$ cat config.mk
export PLATFORM = sky130hd
export DESIGN_NAME = rbd_avg_out
export DESIGN_NICKNAME = d
export VERILOG_FILES = /design/src/design/rbd_pkg.sv /design/src/design/rbd_avg_out.sv
export SDC_FILE = /design/constraint.sdc
export NUM_CORES = 1
export LEC_CHECK = 0
export BUFFER_PORTS_ARGS = -buffer_cell sky130_fd_sc_hd__buf_2
export CORE_ASPECT_RATIO = 0.6
export CORE_MARGIN = 2
export CORE_UTILIZATION = 46
export CTS_BUF_LIST = sky130_fd_sc_hd__clkbuf_16
export DETAILED_ROUTE_END_ITERATION = 8
export PLACE_DENSITY = 0.87
export SYNTH_ARGS = -nofsm -noshare
export SYNTH_HDL_FRONTEND = slang
export SYNTH_SLANG_ARGS = --single-unit
$ cat constraint.sdc
create_clock -name i_clk -period 1.87 [get_ports i_clk]
set_input_delay 0.2805 -clock i_clk [delete_from_list [all_inputs] [get_ports i_clk]]
set_output_delay 0.2805 -clock i_clk [all_outputs]
set_load 0.01 [all_outputs]
$ cat src/design/rbd_pkg.sv
// Shared types and constants for the RGBA 2x2 box downscaler.
package rbd_pkg;

    localparam int CH_W         = 8;
    localparam int SUM_W        = 9;
    localparam int WIDTH_REG_W  = 13;
    localparam int HEIGHT_REG_W = 16;
    localparam int CFG_DATA_W   = 16;

    localparam logic [WIDTH_REG_W-1:0]  WIDTH_RST  = 13'd2048;
    localparam logic [HEIGHT_REG_W-1:0] HEIGHT_RST = 16'd2048;

    typedef enum logic [0:0] {
        CFG_IDX_WIDTH  = 1'b0,
        CFG_IDX_HEIGHT = 1'b1
    } t_cfg_idx;

    // Four 9-bit channel sums of one horizontal pair, red in the low bits.
    typedef struct packed {
        logic [SUM_W-1:0] alpha;
        logic [SUM_W-1:0] blue;
        logic [SUM_W-1:0] green;
        logic [SUM_W-1:0] red;
    } t_pair;

    // Control of the request waiting between the front stage and the output stage.
    typedef struct packed {
        logic vld;
        logic frame_end;
    } t_s1_ctl;

endpackage

$ cat src/design/rbd_avg_out.sv
// Output stage: adds the stored pair to the current pair and holds the averaged pixel.
module rbd_avg_out (
    input  logic                     i_clk,
    input  logic                     i_rst_n,
    input  rbd_pkg::t_s1_ctl         i_s1_ctl,
    input  rbd_pkg::t_pair           i_s1_pair,
    input  rbd_pkg::t_pair           i_above,
    output logic                     o_load_ok,
    output logic                     o_out_valid,
    input  logic                     i_out_stall,
    output logic [rbd_pkg::CH_W-1:0] o_red,
    output logic [rbd_pkg::CH_W-1:0] o_green,
    output logic [rbd_pkg::CH_W-1:0] o_blue,
    output logic [rbd_pkg::CH_W-1:0] o_alpha,
    output logic                     o_frame_end
);
    import rbd_pkg::*;

    logic             r_out_vld;
    logic             r_frame_end;
    logic [CH_W-1:0]  r_red;
    logic [CH_W-1:0]  r_green;
    logic [CH_W-1:0]  r_blue;
    logic [CH_W-1:0]  r_alpha;
    logic             load;
    logic [SUM_W:0]   tot_red;
    logic [SUM_W:0]   tot_green;
    logic [SUM_W:0]   tot_blue;
    logic [SUM_W:0]   tot_alpha;

    assign o_load_ok = !r_out_vld || !i_out_stall;
    assign load      = i_s1_ctl.vld && o_load_ok;

    always_comb begin
        tot_red   = {1'b0, i_above.red}   + {1'b0, i_s1_pair.red};
        tot_green = {1'b0, i_above.green} + {1'b0, i_s1_pair.green};
        tot_blue  = {1'b0, i_above.blue}  + {1'b0, i_s1_pair.blue};
        tot_alpha = {1'b0, i_above.alpha} + {1'b0, i_s1_pair.alpha};
    end

    always_ff @(posedge i_clk) begin
        if (!i_rst_n) begin
            r_out_vld <= 1'b0;
        end else if (o_load_ok) begin
            r_out_vld <= i_s1_ctl.vld;
        end
    end

    always_ff @(posedge i_clk) begin
        if (load) begin
            r_red       <= tot_red[SUM_W:2];
            r_green     <= tot_green[SUM_W:2];
            r_blue      <= tot_blue[SUM_W:2];
            r_alpha     <= tot_alpha[SUM_W:2];
            r_frame_end <= i_s1_ctl.frame_end;
        end
    end

    assign o_out_valid = r_out_vld;
    assign o_red       = r_red;
    assign o_green     = r_green;
    assign o_blue      = r_blue;
    assign o_alpha     = r_alpha;
    assign o_frame_end = r_frame_end;

endmodule

; Word-level counts from Yosys, hierarchy flattened
; Index checks and enable logic that the tools add are counted.
; Widths: inputs -> output; s select.
[totals]
register_bits = 34
latch_bits = 0
ramBits = 0
romBits = 0
inputBits = 77
out_inout_bits = 35
elab_cells = 14
memories = 0
[classes]
addsub = 4
multipliers = 0
n_div = 0
magnitude_cmp = 0
n_eq_ne = 0
n_shift = 0
muxes = 0
n_bitwise = 0
reduce_logical = 4
[ops]
columns = operator, count
row1 = $add 9x9->10, 4
row2 = $logic_not 1->1, 2
row3 = $logic_and 1x1->1, 1
row4 = $logic_or 1x1->1, 1

; Longest topological paths before layout
; Gate-level depths: netlist of run 1.
[logic_depth]
depth_word = 3
depth_mapped = 5
depth_no_buf = 5

; Least setup slack after synthesis of run 1
; OpenSTA, ideal clock, no wires.
[synth_timing]
path_type = input to register
from = input i_s1_pair[23] in the netlist's numbering
to = register r_blue[7] (netlist: o_blue[7]) (data pin)
setup_time_ns = 0.254
arrival_time_ns = 1.478
required_time_ns = 1.616
setup_slack_ns = 0.138
path_stages = 5
n_path_buf = 0
cell_sequence = ha_1 > and3_1 > a22o_1 > a211o_1 > a21o_1
[synth_via]
elab_chain_len = 1
[synth_rtl]
columns = element, line
row1 = "start, declared", rbd_avg_out.sv:6  ; input rbd_pkg::t_pair i_s1_pair,
row2 = $add 9x9->10, rbd_avg_out.sv:37  ; tot_blue = {1'b0, i_above.blue} + {1'b0, i_s1_pair.blue};
row3 = via tot_blue[9], rbd_avg_out.sv:28  ; logic [SUM_W:0] tot_blue;
row4 = "end signal, assigned", rbd_avg_out.sv:53  ; r_blue <= tot_blue[SUM_W:2];
row5 = "end, declared", rbd_avg_out.sv:23  ; logic [CH_W-1:0] r_blue;
; The timed path passes the listed nets, and every way through them passes these cells.
; A chain may end at the register's enable or synchronous reset.

; Worst setup path after layout of run 1
[layout_timing]
from = input i_s1_pair[15] in the netlist's numbering
to = register r_green[7] (netlist: o_green[7]) (data pin)
[layout_via]
elab_chain_len = 1
[layout_rtl]
columns = element, line
row1 = $add 9x9->10, rbd_avg_out.sv:36  ; tot_green = {1'b0, i_above.green} + {1'b0, i_s1_pair.green};
row2 = via tot_green[9], rbd_avg_out.sv:27  ; logic [SUM_W:0] tot_green;
row3 = "end signal, assigned", rbd_avg_out.sv:52  ; r_green <= tot_green[SUM_W:2];
row4 = "end, declared", rbd_avg_out.sv:22  ; logic [CH_W-1:0] r_green;
; The timed path passes the listed nets, and every way through them passes these cells.

==> results of run 1 <==
[synthesized netlist by cell type (2+ instances only)]
master / count
inv_1: 3
o211ai_1: 3
nand2b_1: 2
ha_1: 32
nor3_2: 2
edfxtp_1: 33
a21o_1: 12
xor2_1: 7
a21oi_1: 15
xnor2_1: 16
nand2_1: 8
a31oi_1: 4
and3_1: 4
nor2b_1: 2
a221oi_1: 4
and3_2: 2
nor2_1: 11
nand4_1: 3
a22o_1: 3
o21bai_1: 2
a211o_1: 3
[report_power, final]
part           internal, W  switching (W)
clock network     0.000480       0.000270
registers         0.000968      0.0000213
logic             0.000338       0.000344
total              0.00179       0.000635
[worst register-to-register path, stage by stage (launching register included)]
cell     delay (ns)
dfxtp_1        0.31
nand2_1        0.06
and2_1         0.12
buf_4          0.38
[registers in the layout (all words and copies together), names as in the netlist]
signal       cells
o_out_valid      1
o_frame_end      1
o_green          8
o_alpha          8
o_blue           8
o_red            8
[final timing paths]
kind | startpoint | end | slack (ns) | depth (start not counted)
worst min-delay path | i_s1_ctl[0] | o_frame_end$_DFFE_PP_ | 0.20 | 1
worst max-delay path | i_s1_pair[15] | o_green[7]$_DFFE_PP_ | 0.27 | 6
worst max register to register | o_out_valid$_SDFFE_PN0N_ | o_red[7]$_DFFE_PP_ | 0.62 | 3
worst min register to register | o_out_valid$_SDFFE_PN0N_ | o_out_valid$_SDFFE_PN0N_ | 0.53 | 2
[cell usage in the layout (no fill, tap or decap)]
cell       instances
a221oi_1           4
a21oi_1           15
and3_2             2
dfxtp_1            1
inv_1              4
buf_2            111
nand2_1            8
a221oi_2           1
clkinv_2           1
and2_1             1
o21bai_1           2
nor3_2             2
nand4_1            3
xnor2_1           16
o311ai_1           1
a2111oi_4          1
a22o_1             3
buf_4             16
clkinv_1           1
xor2_1             7
ha_1              32
nand3_1            1
clkbuf_16          5
a31oi_1            4
and3_1             4
o211ai_1           3
nor2_1            11
a211oi_1           1
a211o_1            3
nand2b_1           2
a21o_1            12
and4_1             1
edfxtp_1          33
nor2b_1            2
[logic make-up (layout without fill, tap and decap cells)]
group | Yosys count | count (layout) | share of synthesized area
flip-flops | 34 | 34 | 0.461
adder cells (fa/ha/maj) | 32 | 32 | 0.183
XOR/XNOR | 23 | 23 | 0.0918
buffers and inverters | 3 | 138 | 0.00513
AO/OA/AOI/OAI | 50 | 50 | 0.171
AND/OR/NAND/NOR | 37 | 37 | 0.0890
[per-stage QoR]
stage,TNS [ns],cells
2_1_floorplan,0,179
6_report,0,377
4_1_cts,0,377
5_1_grt,0,377
3_3_place_gp,0,369
3_5_place_dp,-0.00642,369
[cell type report]
cell class                      count  share of cell area
Timing Repair Buffer              127               0.219
Clock buffer                        5              0.0406
Multi-Input combinational cell    142               0.380
Tap cell                           63              0.0255
Clock inverter                      3             0.00406
Sequential cell                    34               0.328
Inverter                            3             0.00365
[per-layer routing]
layer / share of wire / global-route usage / routed length (um) / up-vias
met2: 0.48 / 0.326 / 2330 / 67
met4: 0.0051 / 0.0315 / 25 / 0
li1: - / - / - / 970
met3: 0.084 / 0.0793 / 411 / 2
met1: 0.44 / 0.234 / 2140 / 857
met5: 0 / 0 / 0 / -
==> key figures, run 1 <==
Finish
  • Sequential cell area: 1010 um^2
  • Final #Nets: 422
  • Inserted Diodes: 0
  • Post-layout util: 0.672
  • FILL cells: 359
  • Syn-to-layout area delta: 40.7%
  • Area of the multi-input gates: 1170 um^2
  • Share of layout cells above drive strength 1: 0.443
  • Cell area after layout: 3090 um^2

Yosys
  • Asr flop ratio synth: 0
  • Post-Syn Area per Cell: 12.3 um^2
  • Syn_nets: 288
  • Syn Inst Count: 179
  • Sequential fraction of the synthesis area: 0.461
  • #FFs+latches synth: 34
  • Leading post-synthesis cells by cell area: edfxtp_1 45%, ha_1 18%, xnor2_1 6.4%, a21o_1 4.1%, a21oi_1 3.4%
  • Netlist cell types: 29
  • Ys Warns: 0
  • Number of synthesized flops with an enable pin: 33
  • Largest area contributor in the netlist: edfxtp_1
  • Post-Syn Area: 2190 um^2
  • Synth Flop Type: edfxtp_1
  • Post-synth top area share: 0.452

Critical path
  • CP max stage cell: ha_1
  • Crit path buffers/inverters: 1
  • Crit Path Max Fanout: 3
  • Worst Setup Path Type: in2reg
  • Req. time, crit path: 1.90 ns
  • Most Frequent Cell on Critical Path: a21o_1
  • WP data arrival: 1.63 ns
  • CP Launch Type: input port
  • Crit-path cells: buf_2, ha_1, a21o_1, a22o_1, a211o_1, a21o_1
  • Slowest cell delay on critical path: 0.32 ns
  • CP top delay family: compound AO/OA/AOI/OAI gates
  • CP Capture Type: flop

Detailed routing
  • Iter 0 DRT Violations: 58
  • Via count: 1896
  • DRT antenna net count: 0
  • Drt wl/cell: 13.0 um
  • Via density: 5.03
  • Drt first pass iters: 4
  • DRC viols: 0
  • Routed Wire Length: 4910 um

Placement
  • Gpl congestion: 0.787
  • Post-DP HPWL: 4130 um
  • Port buffer count: 111
  • Dpl cell area: 2950 um^2
  • Dpl ws: -0.00642 ns

Floorplan
  • Cell row count: 19
  • Num ports: 112
  • Die W: 93.1 um
  • Core area: 4590 um^2
  • Starting Density: 0.478
  • Die Y: 57.5 um
  • Die area: 5350 um^2

Timing
  • Unrepaired setup endpoints after global routing: no
  • Clock skew: 0.00102 ns
  • Min setup slack post-route: 0.267 ns
  • Minimum clock period: 1.60 ns
  • Max Slew Vio Count: 0
  • Worst hold margin: 0.198 ns
  • Setup Viol. Count Final: 0
  • Fin crit share: 0.857
  • Relative slew margins: 0.696
  • Worst-margin pin slew: 0.453 ns
  • Hold Vio Cnt, Final: 0
  • Achievable Freq: 0.624 GHz

Clocking
  • Number of gates resized after cts: 0
  • H-tree levels: 2
  • Clock root cell: clkbuf_16
  • CTS Sinks: 34
  • CTS Buf Count: 5
  • Post-CTS Hold Buffers: 0
  • Max clock buf depth: 2
  • Clock latency at the later pin of the worst-skew pair: 0.27 ns
  • Number of post-CTS setup repair buffers: 0
  • CTS tree: built
  • Clock transition at the registers of the reported paths: 0.05 ns

Global route
  • Wire length of the first global-routing pass: 7910 um
  • Initial antenna violation count: 0
  • Pin count of the biggest net entering global routing: 34
  • Vias in the first global route: 1800
  • Overflow after GRT: 0
  • Global Route Usage Sum: 0.191

Min path
  • Hold Crit Class: in2reg

Pwr
  • Pwr dens: 785 nW/um^2
  • Leak: 1.53 nW
  • Power Total: 0.00242 W
  • Maximum VDD drop: 0.406 mV

Outcome
  • Outcome: complete, no violations

Flow run
  • Max Cap Viol: 0
No activity file was read; power rests on OpenSTA's default activity.
==> run 2, diff against run 1 <==
- CORE_UTILIZATION: 46 -> 47
- CTS_BUF_LIST: sky130_fd_sc_hd__clkbuf_16 -> sky130_fd_sc_hd__clkbuf_2 sky130_fd_sc_hd__clkbuf_4 sky130_fd_sc_hd__clkbuf_8
- PLACE_DENSITY: 0.87 -> 0.94
==> run 2 against run 1 <==
Net effect:
- global-route usage grew 0.82 points
- largest power group unchanged
- combinational power grew 2%
- hold slack lost 0.0050 ns
- sequential power is essentially flat
- core utilization grew 0.51 points
- register-to-register slack is essentially flat
- total power shrank 2.7%
- non-clock buffer count grew 2
- via count grew 1.3%
- die area shrank 2.0%
==> key figures, run 2 (synthesized netlist as in run 1, its figures left out) <==
Critical path
  • Crit path buffers/inverters: 1
  • WP data arrival: 1.65 ns
  • Worst Setup Path Type: in2reg
  • CP top delay family: compound AO/OA/AOI/OAI gates
  • CP max stage cell: ha_1
  • Crit-path cells: buf_2, ha_1, a21o_1, a22o_1, a211o_1, a21o_1
  • Most Frequent Cell on Critical Path: a21o_1
  • CP Capture Type: flop
  • Crit Path Max Fanout: 3
  • CP Launch Type: input port
  • Slowest cell delay on critical path: 0.33 ns
  • Req. time, crit path: 1.91 ns

Clocking
  • CTS Buf Count: 5
  • CTS Sinks: 34
  • CTS tree: built
  • Clock root cell: clkbuf_8
  • Max clock buf depth: 2
  • Post-CTS Hold Buffers: 0
  • Number of gates resized after cts: 0
  • Clock transition at the registers of the reported paths: 0.07 ns
  • H-tree levels: 2
  • Clock latency at the later pin of the worst-skew pair: 0.27 ns
  • Number of post-CTS setup repair buffers: 0

Global route
  • Vias in the first global route: 1913
  • Pin count of the biggest net entering global routing: 34
  • Initial antenna violation count: 0
  • Overflow after GRT: 0
  • Global Route Usage Sum: 0.199
  • Wire length of the first global-routing pass: 8210 um

Pwr
  • Maximum VDD drop: 0.352 mV
  • Pint: 0.00174 W
  • Clock power share: 0.287
  • Leak: 1.53 nW
  • Net Switching: 0.000619 W
  • Logic pwr share: 0.294
  • Sequential power share: 0.419
  • Switching Share: 0.263
  • Power Total: 0.00236 W
  • Pwr dens: 766 nW/um^2

Floorplan
  • Starting Density: 0.483
  • Core area: 4540 um^2
  • Die Y: 56.9 um
  • Die W: 92.2 um
  • Num ports: 112
  • Cell row count: 19
  • Die area: 5250 um^2

Timing
  • Fin crit share: 0.864
  • Setup TNS: 0 ns
  • Relative slew margins: 0.724
  • Worst-margin pin slew: 0.414 ns
  • Hold Vio Cnt, Final: 0
  • Clock skew: 0.00329 ns
  • Achievable Freq: 0.619 GHz
  • Max Slew Vio Count: 0
  • Setup Viol. Count Final: 0
  • Minimum clock period: 1.62 ns
  • Worst hold margin: 0.193 ns
  • Unrepaired setup endpoints after global routing: no

Detailed routing
  • Via density: 5.07
  • Drt wl/cell: 13.3 um
  • Via count: 1921
  • Iter 0 DRT Violations: 41
  • Routed Wire Length: 5030 um
  • DRT antenna net count: 0
  • Drt first pass iters: 4
  • DRC viols: 0

Finish
  • Syn-to-layout area delta: 40.3%
  • Commonest non-fill, non-tap cell in the layout: buf_2
  • Non-filler cells in the finished layout: 379
  • Inserted Diodes: 0
  • FILL cells: 363
  • Highest-count cells in the layout ignoring fill and taps: 111 x buf_2, 33 x edfxtp_1, 32 x ha_1
  • Final #Nets: 424
  • Share of layout cells above drive strength 1: 0.453

Outcome
  • Outcome: complete, no violations

Placement
  • Gpl congestion: 0.852
  • Placed insts: 371
  • Post-DP HPWL: 4310 um
  • Port buffer count: 111

Flow run
  • Max Cap Viol: 0

Min path
  • Hold Crit Class: in2reg
[run 2: cell count changes in the layout (fill, tap and decap cells not counted), sizes merged]
cell and change:
buf +2, clkbuf +2, clkinv -2, bufinv +1, inv -1
[run 2: worst register-to-register path, stage by stage (launching register included)]
cell and delay (ns):
dfxtp_1 0.33, nand2_1 0.07, and2_1 0.12, buf_4 0.37
[run 2: power by group through the flow]
stage               registers, W  clock network, W  logic, W
floorplan                0.00106                 0  0.000349
global placement         0.00100                 0  0.000659
detailed placement       0.00100                 0  0.000694
CTS                     0.000988          0.000686  0.000696
global route            0.000993          0.000721  0.000772
finish                  0.000987          0.000675  0.000693
[run 2: stage by stage]
| step | setup WS [ns] | area (um^2) | util |
|---|---|---|---|
| after floorplan | 0.138 | 2190 | - |
| after global placement | 0.0372 | 2960 | 0.653 |
| after CTS | 0.264 | 3080 | 0.678 |
| after global routing | 0.229 | 3080 | 0.678 |
| after detailed placement | -0.0370 | 2960 | 0.653 |
| final | 0.254 | 3080 | 0.678 |
[run 2: layout make-up]
type / instances / area [um^2] / share of cell area
multi-input cells: 142 / 1170 / 0.381
flip-flops and latches: 34 / 1010 / 0.329
repair buffers: 129 / 691 / 0.224
clock buffers: 7 / 83.8 / 0.0272
well taps: 63 / 78.8 / 0.0256
clock inverters: 1 / 30.0 / 0.00976
inverters: 3 / 11.3 / 0.00366
[run 2: metal layers]
layer / share of wire / track usage / wire length [um]
met2: 0.51 / 0.370 / 2560
met1: 0.40 / 0.218 / 2040
met3: 0.052 / 0.0430 / 261
met4: 0.034 / 0.102 / 169
met5: 0 / 0 / 0
[run 2: worst paths after layout]
kind / end / slack, ns / depth (start not counted) / startpoint
min: o_frame_end$_DFFE_PP_ / 0.19 / 1 / i_s1_ctl[0]
max: o_blue[7]$_DFFE_PP_ / 0.25 / 6 / i_s1_pair[24]
max reg2reg: o_alpha[7]$_DFFE_PP_ / 0.63 / 3 / o_out_valid$_SDFFE_PN0N_
min reg2reg: o_out_valid$_SDFFE_PN0N_ / 0.54 / 2 / o_out_valid$_SDFFE_PN0N_
==> run 3, diff against run 2 <==
- CORE_MARGIN: 2 -> not set
==> run 3 against run 2 <==
Net effect:
- sequential cell count unchanged
- hold slack worse by 0.029 ns
- final area down 0.37%
- total power down 0.41%
- combinational power about the same
- critical path type unchanged
==> key figures, run 3 (synthesized netlist as in run 1, its figures left out) <==
Finish
  • Highest-count cells in the layout ignoring fill and taps: 111 x buf_2, 33 x edfxtp_1, 32 x ha_1
  • Inserted Diodes: 0
  • Share of layout cells above drive strength 1: 0.449
  • Commonest non-fill, non-tap cell in the layout: buf_2
  • FILL cells: 335
  • Cell area after layout: 3070 um^2
  • Final #Nets: 422
  • Syn-to-layout area delta: 39.8%

Critical path
  • Worst r2r src: o_out_valid$_SDFFE_PN0N_
  • FF-to-FF End: o_green[6]$_DFFE_PP_
  • CP top delay family: compound AO/OA/AOI/OAI gates
  • Flop-to-flop setup slack: 0.79 ns
  • Crit-path cells: buf_2, ha_1, nor3_2, a211oi_1, a221oi_2, o21bai_1
  • CP Capture Type: flop
  • WP data arrival: 1.61 ns
  • Worst Setup Path Type: in2reg
  • R2R depth: 3
  • Crit Path Max Fanout: 3
  • CP max stage cell: ha_1
  • Slowest cell delay on critical path: 0.34 ns
  • Crit path buffers/inverters: 1
  • Req. time, crit path: 1.90 ns
  • CP Launch Type: input port

Clocking
  • CTS Buf Count: 5
  • Clock root cell: clkbuf_8
  • Clock transition at the registers of the reported paths: 0.08 ns
  • Max clock buf depth: 2
  • Number of post-CTS setup repair buffers: 0
  • CTS tree: built
  • H-tree levels: 2
  • Post-CTS Hold Buffers: 0
  • Clock latency at the later pin of the worst-skew pair: 0.29 ns
  • Number of gates resized after cts: 0
  • CTS Sinks: 34

Outcome
  • Outcome: complete, no violations

Global route
  • Vias in the first global route: 1734
  • Wire length of the first global-routing pass: 7740 um
  • Pin count of the biggest net entering global routing: 34
  • Overflow after GRT: 0
  • Initial antenna violation count: 0
  • Global Route Usage Sum: 0.210

Detailed routing
  • Drt first pass iters: 5
  • DRT antenna net count: 0
  • Via density: 5.07
  • Routed Wire Length: 5110 um
  • Via count: 1898
  • Iter 0 DRT Violations: 43
  • DRC viols: 0
  • Drt wl/cell: 13.7 um

Timing
  • Fin crit share: 0.844
  • Hold Vio Cnt, Final: 0
  • Setup Viol. Count Final: 0
  • Clock skew: 0.0103 ns
  • Unrepaired setup endpoints after global routing: no
  • Min setup slack post-route: 0.291 ns
  • Max Slew Vio Count: 0
  • Minimum clock period: 1.58 ns
  • Worst-margin pin slew: 0.444 ns
  • Setup TNS: 0 ns
  • Achievable Freq: 0.633 GHz
  • Relative slew margins: 0.702

Floorplan
  • Starting Density: 0.513
  • Core area: 4280 um^2
  • Die Y: 54.9 um
  • Die area: 4950 um^2
  • Num ports: 112
  • Cell row count: 18
  • Die W: 90.2 um

Min path
  • Hold Crit Depth: 1
  • Hold Crit Class: in2reg
  • Hold Startpoint: i_s1_ctl[0]
  • Hold endpoint: o_frame_end$_DFFE_PP_

Placement
  • Port buffer count: 111
  • Dpl ws: -0.0108 ns
  • Post-DP HPWL: 4270 um
  • Gpl congestion: 0.803
  • Dpl cell area: 2960 um^2

Pwr
  • Leak: 1.52 nW
  • Pwr dens: 765 nW/um^2
  • Power Total: 0.00235 W
  • Maximum VDD drop: 0.418 mV

Flow run
  • Max Cap Viol: 0
run 3: where the power goes:
part / switching, W / internal, W / total (W)
combinational: 0.000352 / 0.000343 / 0.000695
clock: 0.000274 / 0.000392 / 0.000666
sequential: 0.0000195 / 0.000965 / 0.000984
total: 0.000646 / 0.00170 / 0.00235
run 3: area by class of cell:
type,instances,area [um^2],area share
Clock buffer,5,68.8,0.0224
Multi-Input combinational cell,142,1170,0.382
Clock inverter,3,40.0,0.0131
Timing Repair Buffer,127,688,0.224
Sequential cell,34,1010,0.330
Tap cell,60,75.1,0.0245
Inverter,3,11.3,0.00367
run 3: through the flow:
stage / instances / hold slack, ns / util
after floorplan: 179 / 0.379 / -
final: 374 / 0.165 / 0.716
after global placement: 366 / 0.461 / 0.691
after CTS: 374 / 0.156 / 0.716
after global routing: 374 / 0.153 / 0.716
after detailed placement: 366 / 0.459 / 0.691
run 3: how the worst max path moves through the flow:
| stage | from | end | slack, ns | depth (start not counted) |
|---|---|---|---|---|
| detailed placement | i_s1_pair[15] | o_green[7]$_DFFE_PP_ | -0.01 | 6 |
| global placement | i_s1_pair[24] | o_blue[7]$_DFFE_PP_ | 0.04 | 6 |
| CTS | i_s1_pair[15] | o_green[7]$_DFFE_PP_ | 0.30 | 6 |
| finish | i_s1_pair[29] | o_alpha[7]$_DFFE_PP_ | 0.29 | 6 |
| global route | i_s1_pair[28] | o_alpha[6]$_DFFE_PP_ | 0.23 | 6 |
| floorplan | i_s1_pair[23] | o_blue[7]$_DFFE_PP_ | 0.14 | 5 |
run 3: metal layers:
metal,vias to the layer above,part of all wire,global-route usage,wire (um)
met4,0,0.014,0.0968,72
met5,-,0,0,0
met2,75,0.51,0.393,2590
li1,966,-,-,-
met3,7,0.067,0.0642,342
met1,850,0.41,0.232,2110
